## src/rtl/spp_pkg.sv

```systemverilog
`timescale 1ns / 1ps

package spp_pkg;

   localparam int IDX_BITS         = 6;
   localparam int SEQ_BITS         = 6;
   localparam int DIM_IN_BITS      = 16;
   localparam int COORD_BITS       = 22;
   localparam int MAX_BLOCKS_DEF   = 64;
   localparam int DIM_BITS_DEF     = 16;

   localparam logic [SEQ_BITS-1:0] SEQ_LAST = '1;

   typedef enum logic [2:0] {
      ST_IDLE,
      ST_SCAN_J,
      ST_SCAN_I,
      ST_WRITE_XY,
      ST_CHIP,
      ST_EMIT
   } spp_state_type;

   // Coordinate plus dimension, clamped to the largest coordinate.
   function automatic logic [COORD_BITS-1:0] sat_add(input logic [COORD_BITS-1:0] c,
                                                     input logic [DIM_IN_BITS-1:0] d);
      logic [COORD_BITS:0] s;
      s = {1'b0, c} + (COORD_BITS+1)'(d);
      return s[COORD_BITS] ? {COORD_BITS{1'b1}} : s[COORD_BITS-1:0];
   endfunction

endpackage

```

## src/rtl/spp_ram.sv

```systemverilog
`timescale 1ns / 1ps

module spp_ram #(
   parameter int WIDTH = 2 * spp_pkg::COORD_BITS,
   parameter int DEPTH = spp_pkg::MAX_BLOCKS_DEF,
   localparam int ADDR_W = $clog2(DEPTH)
) (
   input  logic              clock,
   input  logic              we,
   input  logic [ADDR_W-1:0] waddr,
   input  logic [WIDTH-1:0]  wdata,
   input  logic [ADDR_W-1:0] raddr,
   output logic [WIDTH-1:0]  rdata
);

   logic [WIDTH-1:0] mem_ff [DEPTH];
   logic [WIDTH-1:0] rdata_ff;

   always_ff @(posedge clock) begin
      if (we) begin
         mem_ff[waddr] <= wdata;
      end
      rdata_ff <= mem_ff[raddr];
   end

   assign rdata = rdata_ff;

endmodule

```

## config.mk

```make
export PLATFORM = sky130hd
export DESIGN_NAME = spp_ram
export DESIGN_NICKNAME = d
export VERILOG_FILES = /design/src/rtl/spp_pkg.sv /design/src/rtl/spp_ram.sv
export SDC_FILE = /design/constraint.sdc
export NUM_CORES = 2
export LEC_CHECK = 0
export BUFFER_PORTS_ARGS = -buffer_cell sky130_fd_sc_hd__buf_2
export CORE_MARGIN = 1
export CORE_UTILIZATION = 31
export DETAILED_ROUTE_END_ITERATION = 8
export GPL_ROUTABILITY_DRIVEN = 0
export HOLD_SLACK_MARGIN = 0.03
export PLACE_DENSITY_LB_ADDON = 0.15
export SLEW_MARGIN = 15
export SYNTH_ARGS = -nofsm -noshare
export SYNTH_HDL_FRONTEND = slang
export SYNTH_SLANG_ARGS = --single-unit
```

## constraint.sdc

```tcl
create_clock -name clock -period 8.2 [get_ports clock]
set_clock_uncertainty 0.05 [all_clocks]
set_input_delay 2.46 -clock clock [delete_from_list [all_inputs] [get_ports clock]]
set_output_delay 2.46 -clock clock [all_outputs]
set_load 0.05 [all_outputs]
```

======== After elaboration in Yosys (flattened, before gate mapping) ========
Memory sizes are Yosys's and may differ from the RTL's. A register that Yosys moved wholly into a read port is not among the register bits.
Cells that the tools add are included.
word-level totals
  bits in latches ......................... 0
  logic and storage cells ................. 3
  bits in read-only memories .............. 0
  output and inout port bits .............. 44
  memories ................................ 1
  register bits ........................... 0
  input port bits ......................... 58
  bits in writable memories ............... 2816
operators by class
  mux-type cells .......................... 2
  shift operators ......................... 0
  reductions and logical operators ........ 0
  eq/ne operators ......................... 0
  bitwise gates (word level) .............. 0
  order comparisons ....................... 0
  multiply operators ...................... 0
  div/mod/pow operators ................... 0
  $add $sub $neg .......................... 0
memory list
  memory  words  bits a word  rd ports  clocked after Yosys merged registers in  write ports  RTL line       source
  mem_ff  64     44           1         1                                        1            spp_ram.sv:16  logic [WIDTH-1:0] mem_ff [DEPTH];
operators by type and width
  operator           count
  two-way mux 1 bit  2

======== Longest topological paths before layout ========
  depth after elaboration ................. 2
  mapped depth ............................ 10
  mapped depth without buffers ............ 5

======== Least setup slack after synthesis ========
Ideal clock, no wire load.
  kind .................................... input to register
  start point ............................. in waddr[3]
  end point ............................... mem mem_ff[48][0] (netlist bit), enable pin
  required time ........................... 7.650 ns
  slack ................................... 1.660 ns
  data arrival time ....................... 5.990 ns
  path buffers ............................ 1
  setup time .............................. 0.500 ns
  stages on the path ...................... 4
  cells stage by stage .................... clkbuf_1 -> nor2b_1 -> nand4b_1 -> nor3_1
RTL lines
  what         RTL line       source
  from (decl)  spp_ram.sv:10  input logic [ADDR_W-1:0] waddr,
  to (decl)    spp_ram.sv:16
Straight into the memory's write port.

==> qor.yml <==
status: "finished, final reports clean"
async_flop_share: 0
placed_area_sq_mm: 0.115
track_usage: 0.191
nets: 4980
ff2ff_path_depth: 4
most-common-layout-cells: "2816 x edfxtp_1, 697 x mux4_2, 324 x clkbuf_16"
clkSinkCount: 2860
num_vias: 51000
synth_area_leaders: "edfxtp_1 79%, mux4_2 15%, dfxtp_1 0.82%, mux2i_1 0.60%, o22ai_1 0.58%"
drc: 0
p_leak_nw: 38.3
setup_ws_ns: 3.00
post_cts_buffers: 0
ys_ff_latch: 2860
coreArea_sq_mm: 0.344
synth.cell_area_sq_mm: 0.107
final_layout_size_suffix_gt1_frac: 0.299
dp_hpwl_microns: 194000
grt_pass1_vias: 53000
peakVddDrop_mv: 0.153
path_class: "input port to flop"
die_h_microns: 590
first_iter_violations: 5356
syn_inst: 4547
synth_cell_type_count: 38
fin_cells: 9744
antenna_left: 0
cts_buffer_depth: 4
fillers: 31400
io_buffers: 101
fin_area_sq_mm: 0.125
finalCritPeriodShare: 0.634
rsz0062_at_grt: "false"
required_ns: 8.84
critPathArrivalTime_ns: 5.84
pre_cts_slack_ns: 2.10
fin_total_pwr_mw: 32.2
cp-start-kind: "input port"
setup-tns-final_ns: 0
post_cts_resized: 0
wirelength_microns: 335000
yosysSeqAreaShare: 0.796
wire_per_inst_microns: 34.4
hold_slack_ns: 0.833
dr.pass1.iters: 6
synthFlopType: "edfxtp_1"
antenna_found_initial: 32
clk_latency_ns: 0.90
start_util: 0.312
dp.cells: 9163
final_common_cell: "edfxtp_1"
cts_tree: "yes"
clock.fmax_mhz: 192
setup_viol: 0
holdPathStages: 4
p_per_area_mw_per_mm2: 257
grt_pass1_wl_microns: 457000
maxCapViolations: 0
yosysTopAreaCellShare: 0.788
grt_max_degree: 105
via_per_inst: 5.23
syn_area_per_cell_sq_um: 23.6
h-tree-depth: 5
timing.slew.headroom: 0.188
gr-total-overflow: 0
clk_transition_reported_paths_ns: 0.06
postCtsHoldBufs: 0
synth_edf_count: 2816
cp_max_fo: 36
mappedNetlistNets: 4605
num_rows: 215
cts-root-buf: "clkbuf_16"
end_kind: "flop"
fin_crit_ns: 5.20
tightest_slew_ns: 1.22
finalMaxSlewViolations: 0
ys_warn_count: 0
synth_top_area_cell: "edfxtp_1"
cts_buffers: 314
die_area_sq_mm: 0.349
final_util: 0.364
area_growth_syn_to_layout_pct: 16.5
dieWidth_microns: 590
hold_class: "flop to flop"
finalHoldViolCount: 0
io-pin-count: 102
[report_power, final]
group          leakage (nW)  total, mW  switching, mW  internal (mW)
sequential             25.7       16.3         0.0823           16.2
combinational          7.62       1.62           1.10          0.518
clock                  5.01       14.3           5.88           8.39
[layer usage]
layer | GRT usage | wire, microns | vias up
met3 | 0.0343 | 20500 | 427
met1 | 0.258 | 142000 | 28400
met4 | 0.0516 | 9550 | 6
met5 | 0 | 41 | -
li1 | - | - | 20500
met2 | 0.317 | 164000 | 1655
[synth_stat cells (all sizes together) (8+ instances only)]
library cell	n
nand3	26
mux4	697
o22ai	99
dfxtp	44
mux2i	64
a221oi	69
o21ai	15
nor3	16
nor2	107
nand2	26
o221ai	24
a311oi	12
buf	140
a211oi	12
nand2b	8
a22oi	36
nor2b	13
a22o	70
a21oi	68
edfxtp	2816
a31oi	10
clkbuf	124
[sequential cells by signal (all words and copies together), names as in the netlist]
register,cells
mem_ff,2816
rdata,44
[path summary, 6_finish.rpt]
check,from,end,slack [ns]
worst min-delay path,mem_ff[5][39],rdata[39],0.83
worst max register to register,mem_ff[8][26],rdata[26],5.69
worst max-delay path,raddr[2],rdata[3],3.00
worst min register to register,mem_ff[5][39],rdata[39],0.83
[area by class of cell]
cell class | instances | area (sq um) | area share
sequential | 2860 | 85400 | 0.683
multi-input combinational | 1423 | 21100 | 0.169
clock buffer | 413 | 8570 | 0.0686
tap | 4557 | 5700 | 0.0456
timing repair buffer | 323 | 2460 | 0.0197
clock inverter | 159 | 1710 | 0.0137
antenna | 9 | 22.5 | 0.000180
[worst max-delay path, cell delays in order]
cell	delay (ns)
buf_8	0.27
buf_4	0.58
nand2b_2	0.55
buf_4	0.41
o22ai_1	0.14
nor2_1	0.23
a21oi_1	0.20
a311oi_1	0.88
[kinds of logic after synthesis]
kind of cell    share of synthesized area
mux                                 0.153
flops                               0.796
simple gates                      0.00994
buf+inv                            0.0122
compound gates                     0.0289
No activity file was read; power rests on OpenSTA's default activity.
