<file path="config.mk">
export PLATFORM = sky130hd
export DESIGN_NAME = spp_seq
export DESIGN_NICKNAME = d
export VERILOG_FILES = /design/src/rtl/spp_pkg.sv /design/src/rtl/spp_seq.sv
export SDC_FILE = /design/constraint.sdc
export NUM_CORES = 1
export LEC_CHECK = 0
export ABC_AREA = 0
export BUFFER_PORTS_ARGS = -buffer_cell sky130_fd_sc_hd__buf_2
export CORE_ASPECT_RATIO = 0.6
export CORE_UTILIZATION = 55
export CTS_BUF_LIST = sky130_fd_sc_hd__clkbuf_16
export DETAILED_ROUTE_END_ITERATION = 6
export GPL_ROUTABILITY_DRIVEN = 0
export PLACE_DENSITY = 0.84
export SLEW_MARGIN = 15
export SYNTH_ARGS = -nofsm -noshare
export SYNTH_HDL_FRONTEND = slang
export SYNTH_SLANG_ARGS = --single-unit
</file>
<file path="constraint.sdc">
create_clock -name clock -period 7.6 [get_ports clock]
set_input_delay 1.14 -clock clock [delete_from_list [all_inputs] [get_ports clock]]
set_output_delay 1.14 -clock clock [all_outputs]
set_load 0.1 [all_outputs]
</file>
<file path="src/rtl/spp_pkg.sv">
`timescale 1ns / 1ps

package spp_pkg;

   localparam int IDX_BITS         = 6;
   localparam int SEQ_BITS         = 6;
   localparam int DIM_IN_BITS      = 16;
   localparam int COORD_BITS       = 22;
   localparam int MAX_BLOCKS_DEF   = 64;
   localparam int DIM_BITS_DEF     = 16;

   localparam logic [SEQ_BITS-1:0] SEQ_LAST = '1;

   typedef enum logic [2:0] {
      ST_IDLE,
      ST_SCAN_J,
      ST_SCAN_I,
      ST_WRITE_XY,
      ST_CHIP,
      ST_EMIT
   } spp_state_type;

   // Coordinate plus dimension, clamped to the largest coordinate.
   function automatic logic [COORD_BITS-1:0] sat_add(input logic [COORD_BITS-1:0] c,
                                                     input logic [DIM_IN_BITS-1:0] d);
      logic [COORD_BITS:0] s;
      s = {1'b0, c} + (COORD_BITS+1)'(d);
      return s[COORD_BITS] ? {COORD_BITS{1'b1}} : s[COORD_BITS-1:0];
   endfunction

endpackage

</file>
<file path="src/rtl/spp_seq.sv">
`timescale 1ns / 1ps

module spp_seq #(
   parameter int MAX_BLOCKS = spp_pkg::MAX_BLOCKS_DEF,
   parameter int DIM_BITS   = spp_pkg::DIM_BITS_DEF,
   localparam int ADDR_W = $clog2(MAX_BLOCKS),
   localparam int DW     = (DIM_BITS < spp_pkg::DIM_IN_BITS) ? DIM_BITS : spp_pkg::DIM_IN_BITS,
   localparam int GEO_W  = 2 * spp_pkg::SEQ_BITS + 2 * DW,
   localparam int XY_W   = 2 * spp_pkg::COORD_BITS
) (
   input  logic                              clock,
   input  logic                              reset,
   input  logic                              start,
   output logic                              busy,
   input  logic [spp_pkg::IDX_BITS-1:0]      req_block_index,
   input  logic [spp_pkg::SEQ_BITS-1:0]      req_ps_position,
   input  logic [spp_pkg::SEQ_BITS-1:0]      req_ns_position,
   input  logic [spp_pkg::DIM_IN_BITS-1:0]   req_block_width,
   input  logic [spp_pkg::DIM_IN_BITS-1:0]   req_block_height,
   input  logic                              req_last_block,
   output logic                              geo_we,
   output logic [ADDR_W-1:0]                 geo_waddr,
   output logic [GEO_W-1:0]                  geo_wdata,
   input  logic [GEO_W-1:0]                  geo_rdata,
   output logic                              xy_we,
   output logic [ADDR_W-1:0]                 xy_waddr,
   output logic [XY_W-1:0]                   xy_wdata,
   input  logic [XY_W-1:0]                   xy_rdata,
   output logic [ADDR_W-1:0]                 mem_raddr,
   output logic                              rsp_valid,
   output logic [spp_pkg::IDX_BITS-1:0]      rsp_out_index,
   output logic [spp_pkg::COORD_BITS-1:0]    rsp_x_coord,
   output logic [spp_pkg::COORD_BITS-1:0]    rsp_y_coord,
   output logic [spp_pkg::COORD_BITS-1:0]    rsp_chip_width,
   output logic [spp_pkg::COORD_BITS-1:0]    rsp_chip_height,
   output logic                              rsp_last_result
);

   localparam int CNT_W = $clog2(MAX_BLOCKS + 1);
   localparam int SB    = spp_pkg::SEQ_BITS;
   localparam int CB    = spp_pkg::COORD_BITS;
   localparam int DIN   = spp_pkg::DIM_IN_BITS;
   localparam int H_LO  = 0;
   localparam int W_LO  = DW;
   localparam int NS_LO = 2 * DW;
   localparam int PS_LO = 2 * DW + SB;
   localparam logic [ADDR_W-1:0] ADDR_LAST = ADDR_W'(MAX_BLOCKS - 1);

   spp_pkg::spp_state_type state_ff, state_in;

   logic [SB-1:0]         v_ff, v_in;
   logic [ADDR_W-1:0]     addr_ff, addr_in;
   logic                  all_ff, all_in;
   logic                  dv_ff, dv_in;
   logic [ADDR_W-1:0]     didx_ff, didx_in;
   logic [ADDR_W-1:0]     tgt_ff, tgt_in;
   logic [SB-1:0]         tgt_ps_ff, tgt_ps_in;
   logic [CB-1:0]         bx_ff, bx_in, by_ff, by_in;
   logic [CB-1:0]         cw_ff, cw_in, ch_ff, ch_in;
   logic [MAX_BLOCKS-1:0] loaded_ff, loaded_in;
   logic [CNT_W-1:0]      count_ff, count_in;
   logic [CNT_W-1:0]      emit_cnt_ff, emit_cnt_in;
   logic                  rsp_valid_ff, rsp_valid_in;
   logic [ADDR_W-1:0]     rsp_idx_ff, rsp_idx_in;
   logic [CB-1:0]         rsp_x_ff, rsp_x_in, rsp_y_ff, rsp_y_in;
   logic                  rsp_last_ff, rsp_last_in;

   logic                  accept;
   logic                  idx_ok;
   logic [ADDR_W-1:0]     ld_addr;
   logic                  issue_en;
   logic                  last_data;
   logic                  data_loaded;
   logic                  hit_j;
   logic                  i_before;
   logic                  v_last;
   logic                  tgt_last;
   logic [SB-1:0]         g_ps, g_ns;
   logic [DW-1:0]         g_w, g_h;
   logic [CB-1:0]         x_i, y_i, sx, sy;

   assign busy    = (state_ff != spp_pkg::ST_IDLE) || rsp_valid_ff;
   assign accept  = start && !busy;
   assign idx_ok  = ((spp_pkg::IDX_BITS+1)'(req_block_index) <
                     (spp_pkg::IDX_BITS+1)'(MAX_BLOCKS));
   assign ld_addr = req_block_index[ADDR_W-1:0];

   assign geo_we    = accept && idx_ok;
   assign geo_waddr = ld_addr;
   assign geo_wdata = {req_ps_position, req_ns_position,
                       req_block_width[DW-1:0], req_block_height[DW-1:0]};

   assign g_ps = geo_rdata[PS_LO +: SB];
   assign g_ns = geo_rdata[NS_LO +: SB];
   assign g_w  = geo_rdata[W_LO +: DW];
   assign g_h  = geo_rdata[H_LO +: DW];
   assign x_i  = xy_rdata[CB +: CB];
   assign y_i  = xy_rdata[0 +: CB];
   assign sx   = spp_pkg::sat_add(x_i, DIN'(g_w));
   assign sy   = spp_pkg::sat_add(y_i, DIN'(g_h));

   assign issue_en = ((state_ff == spp_pkg::ST_SCAN_J) || (state_ff == spp_pkg::ST_SCAN_I) ||
                      (state_ff == spp_pkg::ST_CHIP) || (state_ff == spp_pkg::ST_EMIT)) &&
                     !all_ff;
   assign last_data   = dv_ff && (didx_ff == ADDR_LAST);
   assign data_loaded = dv_ff && loaded_ff[didx_ff];
   assign hit_j       = data_loaded && (g_ns == v_ff);
   assign i_before    = data_loaded && (g_ns < v_ff);
   assign v_last      = (v_ff == spp_pkg::SEQ_LAST);
   assign tgt_last    = (tgt_ff == ADDR_LAST);

   assign mem_raddr = addr_ff;
   assign xy_we     = (state_ff == spp_pkg::ST_WRITE_XY);
   assign xy_waddr  = tgt_ff;
   assign xy_wdata  = {bx_ff, by_ff};

   // Next state.
   always_comb begin
      state_in = state_ff;
      unique case (state_ff)
         spp_pkg::ST_IDLE: begin
            if (accept && req_last_block) begin
               state_in = spp_pkg::ST_SCAN_J;
            end
         end
         spp_pkg::ST_SCAN_J: begin
            if (hit_j) begin
               state_in = spp_pkg::ST_SCAN_I;
            end else if (last_data && v_last) begin
               state_in = spp_pkg::ST_CHIP;
            end
         end
         spp_pkg::ST_SCAN_I: begin
            if (last_data) begin
               state_in = spp_pkg::ST_WRITE_XY;
            end
         end
         spp_pkg::ST_WRITE_XY: begin
            state_in = (tgt_last && v_last) ? spp_pkg::ST_CHIP : spp_pkg::ST_SCAN_J;
         end
         spp_pkg::ST_CHIP: begin
            if (last_data) begin
               state_in = spp_pkg::ST_EMIT;
            end
         end
         spp_pkg::ST_EMIT: begin
            if (last_data) begin
               state_in = spp_pkg::ST_IDLE;
            end
         end
         default: state_in = spp_pkg::ST_IDLE;
      endcase
   end

   // Scan addressing and datapath.
   always_comb begin
      v_in         = v_ff;
      addr_in      = addr_ff;
      all_in       = all_ff;
      dv_in        = 1'b0;
      didx_in      = didx_ff;
      tgt_in       = tgt_ff;
      tgt_ps_in    = tgt_ps_ff;
      bx_in        = bx_ff;
      by_in        = by_ff;
      cw_in        = cw_ff;
      ch_in        = ch_ff;
      loaded_in    = loaded_ff;
      count_in     = count_ff;
      emit_cnt_in  = emit_cnt_ff;
      rsp_valid_in = 1'b0;
      rsp_idx_in   = rsp_idx_ff;
      rsp_x_in     = rsp_x_ff;
      rsp_y_in     = rsp_y_ff;
      rsp_last_in  = rsp_last_ff;

      if (issue_en) begin
         addr_in = ADDR_W'(addr_ff + 1'b1);
         dv_in   = 1'b1;
         didx_in = addr_ff;
         if (addr_ff == ADDR_LAST) begin
            all_in = 1'b1;
         end
      end

      unique case (state_ff)
         spp_pkg::ST_IDLE: begin
            if (accept) begin
               if (idx_ok && !loaded_ff[ld_addr]) begin
                  loaded_in[ld_addr] = 1'b1;
                  count_in           = CNT_W'(count_ff + 1'b1);
               end
               if (req_last_block) begin
                  v_in    = '0;
                  addr_in = '0;
                  all_in  = 1'b0;
                  cw_in   = '0;
                  ch_in   = '0;
               end
            end
         end
         spp_pkg::ST_SCAN_J: begin
            if (hit_j) begin
               tgt_in    = didx_ff;
               tgt_ps_in = g_ps;
               bx_in     = '0;
               by_in     = '0;
               addr_in   = '0;
               all_in    = 1'b0;
               dv_in     = 1'b0;
            end else if (last_data) begin
               if (!v_last) begin
                  v_in = SB'(v_ff + 1'b1);
               end
               addr_in = '0;
               all_in  = 1'b0;
               dv_in   = 1'b0;
            end
         end
         spp_pkg::ST_SCAN_I: begin
            if (i_before) begin
               if (g_ps < tgt_ps_ff) begin
                  if (sx > bx_ff) begin
                     bx_in = sx;
                  end
               end else if (g_ps > tgt_ps_ff) begin
                  if (sy > by_ff) begin
                     by_in = sy;
                  end
               end
            end
         end
         spp_pkg::ST_WRITE_XY: begin
            all_in = 1'b0;
            if (tgt_last) begin
               addr_in = '0;
               if (!v_last) begin
                  v_in = SB'(v_ff + 1'b1);
               end
            end else begin
               addr_in = ADDR_W'(tgt_ff + 1'b1);
            end
         end
         spp_pkg::ST_CHIP: begin
            if (data_loaded) begin
               if (sx > cw_ff) begin
                  cw_in = sx;
               end
               if (sy > ch_ff) begin
                  ch_in = sy;
               end
            end
            if (last_data) begin
               addr_in     = '0;
               all_in      = 1'b0;
               dv_in       = 1'b0;
               emit_cnt_in = '0;
            end
         end
         spp_pkg::ST_EMIT: begin
            if (data_loaded) begin
               rsp_valid_in = 1'b1;
               rsp_idx_in   = didx_ff;
               rsp_x_in     = x_i;
               rsp_y_in     = y_i;
               rsp_last_in  = (CNT_W'(emit_cnt_ff + 1'b1) == count_ff);
               emit_cnt_in  = CNT_W'(emit_cnt_ff + 1'b1);
            end
            if (last_data) begin
               loaded_in = '0;
               count_in  = '0;
            end
         end
         default: ;
      endcase
   end

   always_ff @(posedge clock) begin
      if (reset) begin
         state_ff     <= spp_pkg::ST_IDLE;
         all_ff       <= 1'b0;
         dv_ff        <= 1'b0;
         loaded_ff    <= '0;
         count_ff     <= '0;
         emit_cnt_ff  <= '0;
         rsp_valid_ff <= 1'b0;
      end else begin
         state_ff     <= state_in;
         all_ff       <= all_in;
         dv_ff        <= dv_in;
         loaded_ff    <= loaded_in;
         count_ff     <= count_in;
         emit_cnt_ff  <= emit_cnt_in;
         rsp_valid_ff <= rsp_valid_in;
      end
   end

   always_ff @(posedge clock) begin
      v_ff        <= v_in;
      addr_ff     <= addr_in;
      didx_ff     <= didx_in;
      tgt_ff      <= tgt_in;
      tgt_ps_ff   <= tgt_ps_in;
      bx_ff       <= bx_in;
      by_ff       <= by_in;
      cw_ff       <= cw_in;
      ch_ff       <= ch_in;
      rsp_idx_ff  <= rsp_idx_in;
      rsp_x_ff    <= rsp_x_in;
      rsp_y_ff    <= rsp_y_in;
      rsp_last_ff <= rsp_last_in;
   end

   assign rsp_valid       = rsp_valid_ff;
   assign rsp_out_index   = spp_pkg::IDX_BITS'(rsp_idx_ff);
   assign rsp_x_coord     = rsp_x_ff;
   assign rsp_y_coord     = rsp_y_ff;
   assign rsp_chip_width  = cw_ff;
   assign rsp_chip_height = ch_ff;
   assign rsp_last_result = rsp_last_ff;

endmodule

</file>
Word-level counts from Yosys, hierarchy flattened
Index checks and enable logic that the tools add are counted.
{"block": "word_totals", "register_bits": 253, "in_bits": 142, "output_inout_bits": 205, "word_cells": 176}
{"block": "op_classes", "add_sub_neg": 7, "n_lt_le_gt_ge": 10, "eq_ne": 33, "mux": 70, "bitwise_logic": 2, "n_reduce_logical": 34}
{"operator": "$mux W22", "n": 16}
{"operator": "$mux W64", "n": 3}
{"operator": "$pmux W22 S2", "n": 4}
{"operator": "$pmux W64 S2", "n": 1}
{"operator": "$gt A22 B22 Y1", "n": 4}
{"operator": "$mux W6", "n": 12}
{"operator": "$or A64 B64 Y64", "n": 1}
{"operator": "$add A22 B16 Y23", "n": 2}
{"operator": "$mux W7", "n": 4}
{"operator": "$ne A2 B2 Y1 const B", "n": 14}
{"operator": "$pmux W7 S2", "n": 2}
{"operator": "$eq A6 B6 Y1 const B", "n": 4}
{"operator": "$pmux W6 S4", "n": 1}
{"operator": "$mux W3", "n": 7}
{"operator": "$reduce_and A5 Y1", "n": 4}
{"operator": "$add A6 B1 Y6 const B", "n": 3}
{"operator": "$pmux W3 S6", "n": 1}
{"operator": "$pmux W6 S3", "n": 1}
{"operator": "$add A7 B1 Y7 const B", "n": 2}
{"operator": "$lt A6 B7 Y1 const B", "n": 2}
{"operator": "$ne A2 B1 Y1 const B", "n": 7}
{"operator": "$mux W1", "n": 13}
{"operator": "$bmux W1 S6", "n": 2}
{"operator": "$lt A6 B6 Y1", "n": 2}
{"operator": "23 further kinds", "n": 44}

Longest topological paths before layout
Gate-level depths: netlist (run 1).
{"block": "logic_depth", "ltp_word": 9, "depth_mapped": 21, "depth_no_buf": 20}

Worst setup path after synthesis (run 1)
OpenSTA, ideal clock, no wires.
{"block": "synth_path", "kind": "input port to flip-flop", "from": "input port geo_rdata[23]", "to": "register bx_ff[0] (enable)", "setup_time_ns": 0.415, "arrival_ns": 5.781, "required_ns": 7.185, "path_slack_ns": 1.405, "stages": 18, "n_path_buf": 1, "path_cell_list": "ha_1 a2111o_1 o211ai_1 a211oi_1 a311oi_1 nor2_1 clkbuf_1 nor2_1 inv_1 ha_1 nand4_1 a21oi_1 a211oi_1 o21a_1 o21a_1 o21ai_0 nand2b_1 a31oi_1"}
{"block": "synth_between", "elab_chain_len": 5}
{"item": "start, declared", "line": "spp_seq.sv:24", "rtl": "input logic [GEO_W-1:0] geo_rdata,"}
{"item": "$add A22 B16 Y23", "line": "spp_pkg.sv:27", "rtl": "s = {1'b0, c} + (COORD_BITS+1)'(d);"}
{"item": "$mux W22", "line": "spp_pkg.sv:28", "rtl": "return s[COORD_BITS] ? {COORD_BITS{1'b1}} : s[COORD_BITS-1:0];"}
{"item": "net sx[4]", "line": "spp_seq.sv:80", "rtl": "logic [CB-1:0] x_i, y_i, sx, sy;"}
{"item": "$gt A22 B22 Y1", "line": "spp_seq.sv:223", "rtl": "if (sx > bx_ff) begin"}
{"item": "$ne A2 B1 Y1 (no line)"}
{"item": "$reduce_and A5 Y1 (no line)"}
{"item": "end signal, assigned", "line": "spp_seq.sv:304", "rtl": "bx_ff <= bx_in;"}
{"item": "end, declared", "line": "spp_seq.sv:58", "rtl": "logic [CB-1:0] bx_ff, bx_in, by_ff, by_in;"}
The timed path passes the listed nets, and every way through them passes these cells.
A chain may end at the register's enable or synchronous reset.

Worst setup path after layout (run 1)
{"block": "layout_path", "from": "input port xy_rdata[22]", "to": "register bx_ff[21] (enable)"}
{"block": "layout_between", "elab_chain_len": 5}
{"item": "start, declared", "line": "spp_seq.sv:28", "rtl": "input logic [XY_W-1:0] xy_rdata,"}
{"item": "$add A22 B16 Y23", "line": "spp_pkg.sv:27"}
{"item": "$mux W22", "line": "spp_pkg.sv:28"}
{"item": "$gt A22 B22 Y1", "line": "spp_seq.sv:223"}
{"item": "$ne A2 B1 Y1 (no line)"}
{"item": "$reduce_and A5 Y1 (no line)"}
No other way between the ends.

==> run metrics, run 1 <==
outcome finished clean; layout-stage area growth over the synthesis result 12.99%; Post-synth EDFFs 163; setup TNS 0 ns; full die area 28,680 sq um; H-tree depth 1; CTS tree built; post-layout net count 2,060; Period minus WS final approximately 6.4 ns; largest clock skew in the final design 0.02054 ns; maximum number of pins on one net before global-route repair 54; WP data required around 7.8 ns; power density over the cells around 320 nW/um^2; fraction of layout cells with a size suffix above 1 20.08%; effective utilization at floorplan 55.93%; uppermost layer routed met4; nature of the critical path startpoint primary input; slew at the pin with the worst max-slew slack roughly 1.1 ns; share of the clock period used by the worst path 83.85%; number of sinks handled by clock tree synthesis 253; Max Root-Sink Buffers 3; commonest non-fill, non-tap cell in the layout sky130_fd_sc_hd__buf_2; global-route wire length before repair 66,580 microns; std cell rows 47; area of the mapped netlist 15,390 sq um; Setup WS post-layout 1.228 ns; root buf cell sky130_fd_sc_hd__clkbuf_16; count of max-cap constraint violations 0; Worst Path Class, Setup primary input to register; slowest stage cell, crit path sky130_fd_sc_hd__nor2_1; x dimension of the die 218.0 microns; count of filler cells inserted in the layout approximately 2,200; Synth top area share 31.80%; average instance area after synthesis between 9 and 10 sq um; number of global-route vias before repair 12,480; most frequently used flop master after synthesis sky130_fd_sc_hd__edfxtp_1; Max-Slew Margin vs Limit 24.91%; DR iter-0 viols 1,524; hold_buf cts 0; final-report max-slew violation count 0; most frequent CP cell sky130_fd_sc_hd__nand2b_1; Resized Gates After CTS 0; leakage power figure ~7.7 nW; Detail Route met2 WL 18,270 microns; insertion delay to the later sink of the worst-skew pair ~0.55 ns; Detailed Route WL 42,610 microns; Clk pin slew, worst setup/hold paths 0.06 ns; die outline height approximately 130 microns; peak ir drop on the vdd network about 0.31 mV; number of warnings printed during yosys synthesis 0; remaining design rule violation count 0; initial antenna violation count 3; highest-count cells in the layout ignoring fill and taps sky130_fd_sc_hd__buf_2 (258), sky130_fd_sc_hd__nor2_1 (207), sky130_fd_sc_hd__inv_1 (174); cell-by-cell listing of the critical path buf_2 -> ha_1 -> inv_1 -> fa_1 -> nand2b_1 -> a21oi_1 -> o211ai_1 -> a211oi_1 -> a311oi_1 -> nor2_1 -> nor2_1 -> ha_1 -> nand2b_1 -> a21oi_1 -> a211oi_1 -> o21a_1 -> o21a_1 -> o21ai_0 -> nand2b_1 -> a31oi_2 -> buf_4; CORE AREA 27,520 sq um; number of nets still failing antenna checks after routing 0; post-layout utilization of the core 63.20%; quantity of I/O buffers inserted on ports 258; number of endpoints with negative hold slack in the final report 0; number of cells in the design after placement approximately 2,100; data arrival at the endpoint of the critical path 6.61 ns; number of vias per cell roughly 6; Yosys reg bits roughly 250; Top Ports around 350; gr ovfl total 0; cell type with the highest aggregate area in the netlist sky130_fd_sc_hd__edfxtp_1; Metal-1 WL about 19,000 microns; share of synthesized flip-flops with an asynchronous set or reset 0%; Final Non-Filler Cells 2,167; post-detail-place hpwl roughly 32,000 microns; Post CTS Setup Buffer Count 0; peak clock frequency supported by timing approximately 0.16 GHz; total routing usage reported by global routing between 20% and 30%; Critical Path End Type register; crit-path max cell delay 0.93 ns; DR pass1 iterations 5; gate count of the mapped netlist about 1,600; via count 13,050; Synth area leaders sky130_fd_sc_hd__edfxtp_1 (32%), sky130_fd_sc_hd__dfxtp_1 (12%), sky130_fd_sc_hd__ha_1 (11%); routed wirelength normalized by instance count 19.66 microns; sequential share of the synthesized area 43.50%; endpoints failing setup 0; buffer and inverter count on the worst path 3; Inserted Clock Buffers 25; Hold Path Class register to register; syn nets 1,870; largest driver fanout on the critical path 16; met3 wire len roughly 4500 microns; post-placement setup slack 0.7624 ns; setup repair after global routing missed its margin no; number of different library cells in the post-synthesis netlist 74; category of cells accounting for the largest share of critical-path delay compound AO/OA/AOI/OAI gates
[power by group]
| part | leakage [nW] | switching (W) | internal (W) |
|---|---|---|---|
| Combinational | 5.06 | 0.00194 | 0.000601 |
| Sequential | 2.25 | 0.000201 | 0.00174 |
| Clock | 0.400 | 0.000542 | 0.000619 |
| Total | 7.71 | 0.00269 | 0.00296 |
[through the flow]
| step | total power, W | hold slack (ns) | area [sq um] |
|---|---|---|---|
| 3_5_place_dp | 0.004458 | 0.4508 | 16640 |
| 2_1_floorplan | 0.003998 | 0.4344 | 15390 |
| 5_1_grt | 0.005897 | 0.4960 | 17390 |
| 4_1_cts | 0.005631 | 0.4723 | 17380 |
| 6_report | 0.005645 | 0.4670 | 17390 |
| 3_3_place_gp | 0.004390 | 0.4332 | 16640 |
[layer usage]
metal	up-vias	GRT usage [%]
li1	5993	-
met1	6169	42.34
met2	800	43.32
met3	92	6.690
met4	0	9.246
met5	-	0
[cells by family after synthesis]
| logic type | synth area share (%) |
|---|---|
| xor+xnor | 2.674 |
| mux | 4.966 |
| fa+ha+maj | 11.46 |
| flops | 43.50 |
| buf+inv | 8.152 |
| compound gates | 14.53 |
| simple gates | 14.72 |
[path summary, 6_finish.rpt]
kind                        start                 endpoint  slack (ns)  cells past startpoint
min reg2reg  didx_ff[1]$_DFFE_PP_    xy_waddr[1]$_DFFE_PP_        0.47                      0
max reg2reg  didx_ff[2]$_DFFE_PP_  bx_ff[21]$_SDFFCE_PN0P_        3.39                     10
max                  xy_rdata[22]  bx_ff[21]$_SDFFCE_PN0P_        1.23                     21
min          didx_ff[1]$_DFFE_PP_    xy_waddr[1]$_DFFE_PP_        0.47                      0
[area by class of cell]
type                       instances  area (sq um)  share of cell area, %
antenna                            2         5.005                0.02877
clock inverter                    20         88.84                 0.5108
multi-input combinational       1061          7488                  43.05
tap                              367         459.2                  2.640
sequential                       253          6696                  38.50
timing repair buffer             268          1366                  7.856
inverter                         170         638.1                  3.669
clock buffer                      26         650.6                  3.741
[cell usage after synthesis (4+ instances only)]
master / instances
sky130_fd_sc_hd__nand2_1: 99
sky130_fd_sc_hd__nand3b_1: 4
sky130_fd_sc_hd__o21ai_0: 60
sky130_fd_sc_hd__clkbuf_1: 38
sky130_fd_sc_hd__ha_1: 137
sky130_fd_sc_hd__a21o_1: 39
sky130_fd_sc_hd__nor2_1: 209
sky130_fd_sc_hd__a211oi_1: 11
sky130_fd_sc_hd__nor4_1: 5
sky130_fd_sc_hd__o21ai_2: 8
sky130_fd_sc_hd__o22ai_1: 7
sky130_fd_sc_hd__a22o_1: 10
sky130_fd_sc_hd__o21a_1: 24
sky130_fd_sc_hd__a32o_1: 8
sky130_fd_sc_hd__or4_1: 4
sky130_fd_sc_hd__a2111oi_0: 8
sky130_fd_sc_hd__or3_1: 5
sky130_fd_sc_hd__buf_2: 13
sky130_fd_sc_hd__a22oi_1: 4
sky130_fd_sc_hd__nor3b_1: 4
sky130_fd_sc_hd__buf_4: 51
sky130_fd_sc_hd__edfxtp_1: 163
sky130_fd_sc_hd__nor2b_1: 19
sky130_fd_sc_hd__a31oi_1: 8
sky130_fd_sc_hd__mux2i_1: 28
sky130_fd_sc_hd__nand3_1: 30
sky130_fd_sc_hd__o21bai_1: 6
sky130_fd_sc_hd__a311oi_1: 6
sky130_fd_sc_hd__dfxtp_1: 90
sky130_fd_sc_hd__nand2b_1: 20
sky130_fd_sc_hd__and2_1: 9
sky130_fd_sc_hd__o31ai_1: 6
sky130_fd_sc_hd__o211ai_1: 9
sky130_fd_sc_hd__xnor2_1: 34
sky130_fd_sc_hd__mux4_2: 15
sky130_fd_sc_hd__mux2_2: 11
sky130_fd_sc_hd__nand4_1: 30
sky130_fd_sc_hd__nor3_1: 25
sky130_fd_sc_hd__a21oi_1: 84
sky130_fd_sc_hd__and3_1: 15
sky130_fd_sc_hd__xor2_1: 13
sky130_fd_sc_hd__inv_1: 170
[flip-flops by register name, indices dropped and copies added, names as in the netlist, 7 cells and up]
name and cells:
by_ff 22, count_ff 7, emit_cnt_ff 7, rsp_chip_height 22, rsp_chip_width 22, rsp_x_coord 22
loaded_ff 64, rsp_y_coord 22, bx_ff 22
[worst reg2reg max path, cell delays in order (launching register included)]
cell                        delay [ns]
sky130_fd_sc_hd__edfxtp_1         0.94
sky130_fd_sc_hd__mux4_2           0.38
sky130_fd_sc_hd__mux2_2           0.21
sky130_fd_sc_hd__nand3_1          0.08
sky130_fd_sc_hd__and4_1           0.27
sky130_fd_sc_hd__a2bb2oi_2        0.27
sky130_fd_sc_hd__a2111oi_0        0.42
sky130_fd_sc_hd__buf_4            0.23
sky130_fd_sc_hd__o21ai_0          0.10
sky130_fd_sc_hd__a31oi_2          0.65
sky130_fd_sc_hd__buf_4            0.35
No activity file was read; power rests on OpenSTA's default activity.
==> run 2: changes to the inputs <==
--- a/config.mk
+++ b/config.mk
@@ -5,14 +5,14 @@
 export SDC_FILE = /design/constraint.sdc
 export NUM_CORES = 1
 export LEC_CHECK = 0
-export ABC_AREA = 0
+export ABC_AREA = 1
 export BUFFER_PORTS_ARGS = -buffer_cell sky130_fd_sc_hd__buf_2
 export CORE_ASPECT_RATIO = 0.6
-export CORE_UTILIZATION = 55
+export CORE_UTILIZATION = 50
 export CTS_BUF_LIST = sky130_fd_sc_hd__clkbuf_16
 export DETAILED_ROUTE_END_ITERATION = 6
 export GPL_ROUTABILITY_DRIVEN = 0
-export PLACE_DENSITY = 0.84
+export PLACE_DENSITY = 0.8
 export SLEW_MARGIN = 15
 export SYNTH_ARGS = -nofsm -noshare
 export SYNTH_HDL_FRONTEND = slang
==> constraint.sdc (replaced) <==
create_clock -name clock -period 5.7 [get_ports clock]
set_input_delay 0.855 -clock clock [delete_from_list [all_inputs] [get_ports clock]]
set_output_delay 0.855 -clock clock [all_outputs]
set_load 0.1 [all_outputs]
==> run metrics, run 2 <==
Reg2Reg Setup Slack 1.90 ns; max reg flops 64; full die area 32,650 sq um; highest-count cells in the layout ignoring fill and taps sky130_fd_sc_hd__nand2_1 (356), sky130_fd_sc_hd__inv_1 (339), sky130_fd_sc_hd__buf_2 (258); outcome finished with violations; DR pass1 iterations 7; slowest stage cell, crit path sky130_fd_sc_hd__nor3_4; Detailed Route WL about 47,000 microns; H-tree depth 1; syn nets 2,247; register bank with the most flops loaded_ff; die outline height roughly 140 microns; maximum number of pins on one net before global-route repair 72; number of nets still failing antenna checks after routing 0; routed wirelength normalized by instance count 17.87 microns; gr ovfl total 0; Critical Path End Type register; data arrival at the endpoint of the critical path 5.06 ns; initial antenna violation count 4; insertion delay to the later sink of the worst-skew pair 0.55 ns; Synth area leaders sky130_fd_sc_hd__edfxtp_1 (31%), sky130_fd_sc_hd__dfxtp_1 (11%), sky130_fd_sc_hd__ha_1 (11%); most frequent cell after synthesis sky130_fd_sc_hd__nand2_1; endpoints failing setup 0; setup TNS 0 ns; Worst Path Class, Setup primary input to register; total routing usage reported by global routing 27.89%; DR iter-0 viols approximately 1,700; quantity of I/O buffers inserted on ports 258; gate count of the mapped netlist 1,966; Max-Slew Margin vs Limit between 30% and 40%; Seq pwr share about a third; global-route wire length before repair between 70,000 and 80,000 microns; number of vias per cell between 5 and 6; share of the clock period used by the worst path between 80% and 90%; Cell Int Power just over 0.004 W; area used by multi-input combinational logic ~7300 sq um; reg2reg start didx_ff[1]$_DFFE_PP_; Sw Share between 40 and 50%; average instance area after synthesis 8.116 sq um; Synth top area share a little under a third; std cell rows 50; category of cells accounting for the largest share of critical-path delay simple AND/OR/NAND/NOR gates; violated checks design-rule violations; Clk pin slew, worst setup/hold paths 0.06 ns; number of endpoints with negative hold slack in the final report 0; nature of the critical path startpoint primary input; capture endpoint of the worst hold path loaded_ff[22]$_SDFFE_PP0P_; slew at the pin with the worst max-slew slack 0.9699 ns; sequential cell area 6696 sq um; via count 14,470; fraction of layout cells with a size suffix above 1 around 18%; Period minus WS final 4.765 ns; peak ir drop on the vdd network 0.2994 mV; Hold Path Class register to register; part of the power in combinational logic between 40% and 50%; buffer and inverter count on the worst path 6; power density over the cells about 450 nW/um^2; share of synthesized flip-flops with an asynchronous set or reset 0%; final-report max-slew violation count 0; commonest non-fill, non-tap cell in the layout sky130_fd_sc_hd__nand2_1; share of total power in the clock network a little over a fifth; cell type with the highest aggregate area in the netlist sky130_fd_sc_hd__edfxtp_1; remaining design rule violation count 11; number of warnings printed during yosys synthesis 0; Hold Path Depth 2; hold_buf cts 0; Post CTS Setup Buffer Count 0; RR Endpoint by_ff[15]$_SDFFCE_PN0P_; area of the mapped netlist about 16,000 sq um; peak clock frequency supported by timing 0.2098 GHz; number of global-route vias before repair 13,510; sequential share of the synthesized area 41.97%; Max Root-Sink Buffers 3; largest driver fanout on the critical path 14; post-layout utilization of the core 57.84%; critical hold path startpoint loaded_ff[22]$_SDFFE_PP0P_; number of different library cells in the post-synthesis netlist 53; x dimension of the die roughly 230 microns; R2R depth 14; Net Switching 0.003947 W; Post-synth EDFFs 163; WP data required ~6.0 ns; count of max-cap constraint violations 0; root buf cell sky130_fd_sc_hd__clkbuf_16; effective utilization at floorplan about half; Min Hold Slack 0.4748 ns; CTS tree built; setup repair after global routing missed its margin no; most frequently used flop master after synthesis sky130_fd_sc_hd__edfxtp_1; post-layout net count 2,453; most frequent cells after synthesis sky130_fd_sc_hd__nand2_1 (357), sky130_fd_sc_hd__inv_1 (333), sky130_fd_sc_hd__nor2_1 (209), sky130_fd_sc_hd__a21oi_1 (183), sky130_fd_sc_hd__edfxtp_1 (163); Inserted Clock Buffers 26; crit-path max cell delay 0.46 ns; post-detail-place hpwl 35,180 microns; leakage power figure 8.459 nW; layout-stage area growth over the synthesis result 13.38%; Resized Gates After CTS 0; count of filler cells inserted in the layout ~2,800; most frequent CP cell sky130_fd_sc_hd__nand2_1; number of sinks handled by clock tree synthesis 253; Yosys reg bits 253; largest clock skew in the final design 0.02039 ns; Top Ports 347; CORE AREA 31,280 sq um
-- run 2: cell count changes in the layout (fill, tap and decap cells not counted), moves of 13 or more --
cell                       change
sky130_fd_sc_hd__inv_1       +165
sky130_fd_sc_hd__nand2b_1     -20
sky130_fd_sc_hd__mux4_2       -15
sky130_fd_sc_hd__a21oi_2      +23
sky130_fd_sc_hd__nand3_1      +61
sky130_fd_sc_hd__and3_1       -13
sky130_fd_sc_hd__mux2i_1      -28
sky130_fd_sc_hd__nor2b_1      -19
sky130_fd_sc_hd__a21o_1       -36
sky130_fd_sc_hd__o21a_1       -22
sky130_fd_sc_hd__a21oi_1      +97
sky130_fd_sc_hd__nand2_1     +259
sky130_fd_sc_hd__nand2_2      +20
sky130_fd_sc_hd__xnor2_1      -15
-- run 2: how the worst max path moves through the flow --
stage | from | cells past startpoint | endpoint
2_1_floorplan | geo_rdata[16] | 28 | bx_ff[0]$_SDFFCE_PN0P_
3_3_place_gp | xy_rdata[22] | 28 | bx_ff[5]$_SDFFCE_PN0P_
3_5_place_dp | xy_rdata[22] | 28 | bx_ff[16]$_SDFFCE_PN0P_
4_1_cts | xy_rdata[22] | 28 | bx_ff[14]$_SDFFCE_PN0P_
5_1_grt | xy_rdata[22] | 29 | bx_ff[14]$_SDFFCE_PN0P_
6_report | xy_rdata[22] | 28 | bx_ff[14]$_SDFFCE_PN0P_
-- run 2: through the flow --
stage | std cells | total power, W | instance area [sq um] | worst slack [ns]
3_5_place_dp | 2560 | 0.006273 | 17240 | 0.5595
3_3_place_gp | 2560 | 0.006172 | 17240 | 0.6932
5_1_grt | 2611 | 0.008463 | 18090 | 0.6648
4_1_cts | 2607 | 0.008031 | 18080 | 1.124
6_report | 2611 | 0.008057 | 18090 | 0.9346
2_1_floorplan | 1966 | 0.005586 | 15960 | 0.4926
-- run 2: layout make-up --
| class | instances | area share [%] |
|---|---|---|
| antenna | 4 | 0.05533 |
| tap | 416 | 2.877 |
| clock buffer | 27 | 3.735 |
| timing repair buffer | 275 | 7.912 |
| multi-input combinational | 1277 | 40.44 |
| clock inverter | 20 | 0.9337 |
| inverter | 339 | 7.034 |
| sequential | 253 | 37.01 |
-- run 2: worst register-to-register path, cell delays in order (launching register included) --
cell	delay [ns]
sky130_fd_sc_hd__edfxtp_1	0.78
sky130_fd_sc_hd__inv_1	0.70
sky130_fd_sc_hd__o211ai_1	0.19
sky130_fd_sc_hd__nand3_1	0.13
sky130_fd_sc_hd__nand3_1	0.20
sky130_fd_sc_hd__nand2_1	0.13
sky130_fd_sc_hd__nand3_1	0.08
sky130_fd_sc_hd__nand2_1	0.13
sky130_fd_sc_hd__nand3_1	0.14
sky130_fd_sc_hd__inv_1	0.08
sky130_fd_sc_hd__nand2_1	0.10
sky130_fd_sc_hd__nand2_1	0.08
sky130_fd_sc_hd__nand2_1	0.18
sky130_fd_sc_hd__a21oi_2	0.17
sky130_fd_sc_hd__buf_4	0.36
-- run 2: power by group through the flow --
stage	clock network [W]	registers, W	logic (W)
floorplan	0	0.00374	0.00184
global placement	0	0.00255	0.00363
detailed placement	0	0.00256	0.00372
CTS	0.00177	0.00252	0.00374
global route	0.00184	0.00256	0.00406
finish	0.00175	0.00253	0.00378
-- run 2: metal layers --
| layer | share of wire, % | wire length, microns | track usage [%] |
|---|---|---|---|
| met1 | 44 | 20470 | 39.94 |
| met2 | 42 | 19690 | 41.46 |
| met3 | 11 | 5141 | 6.413 |
| met4 | 2.9 | 1355 | 8.910 |
| met5 | 0 | 0 | 0 |
-- run 2: cells by family (layout without fill, tap and decap cells) --
family / count (synthesis) / count (layout) / synth area share, %
AOI/OAI and AO/OA: 339 / 339 / 12.08
adders and majority gates: 139 / 139 / 10.99
DFF: 253 / 253 / 41.97
and+or+nand+nor: 755 / 755 / 20.25
buffers and inverters: 436 / 661 / 12.30
xor gates and xnor gates: 44 / 44 / 2.415
other: 0 / 4 / 0
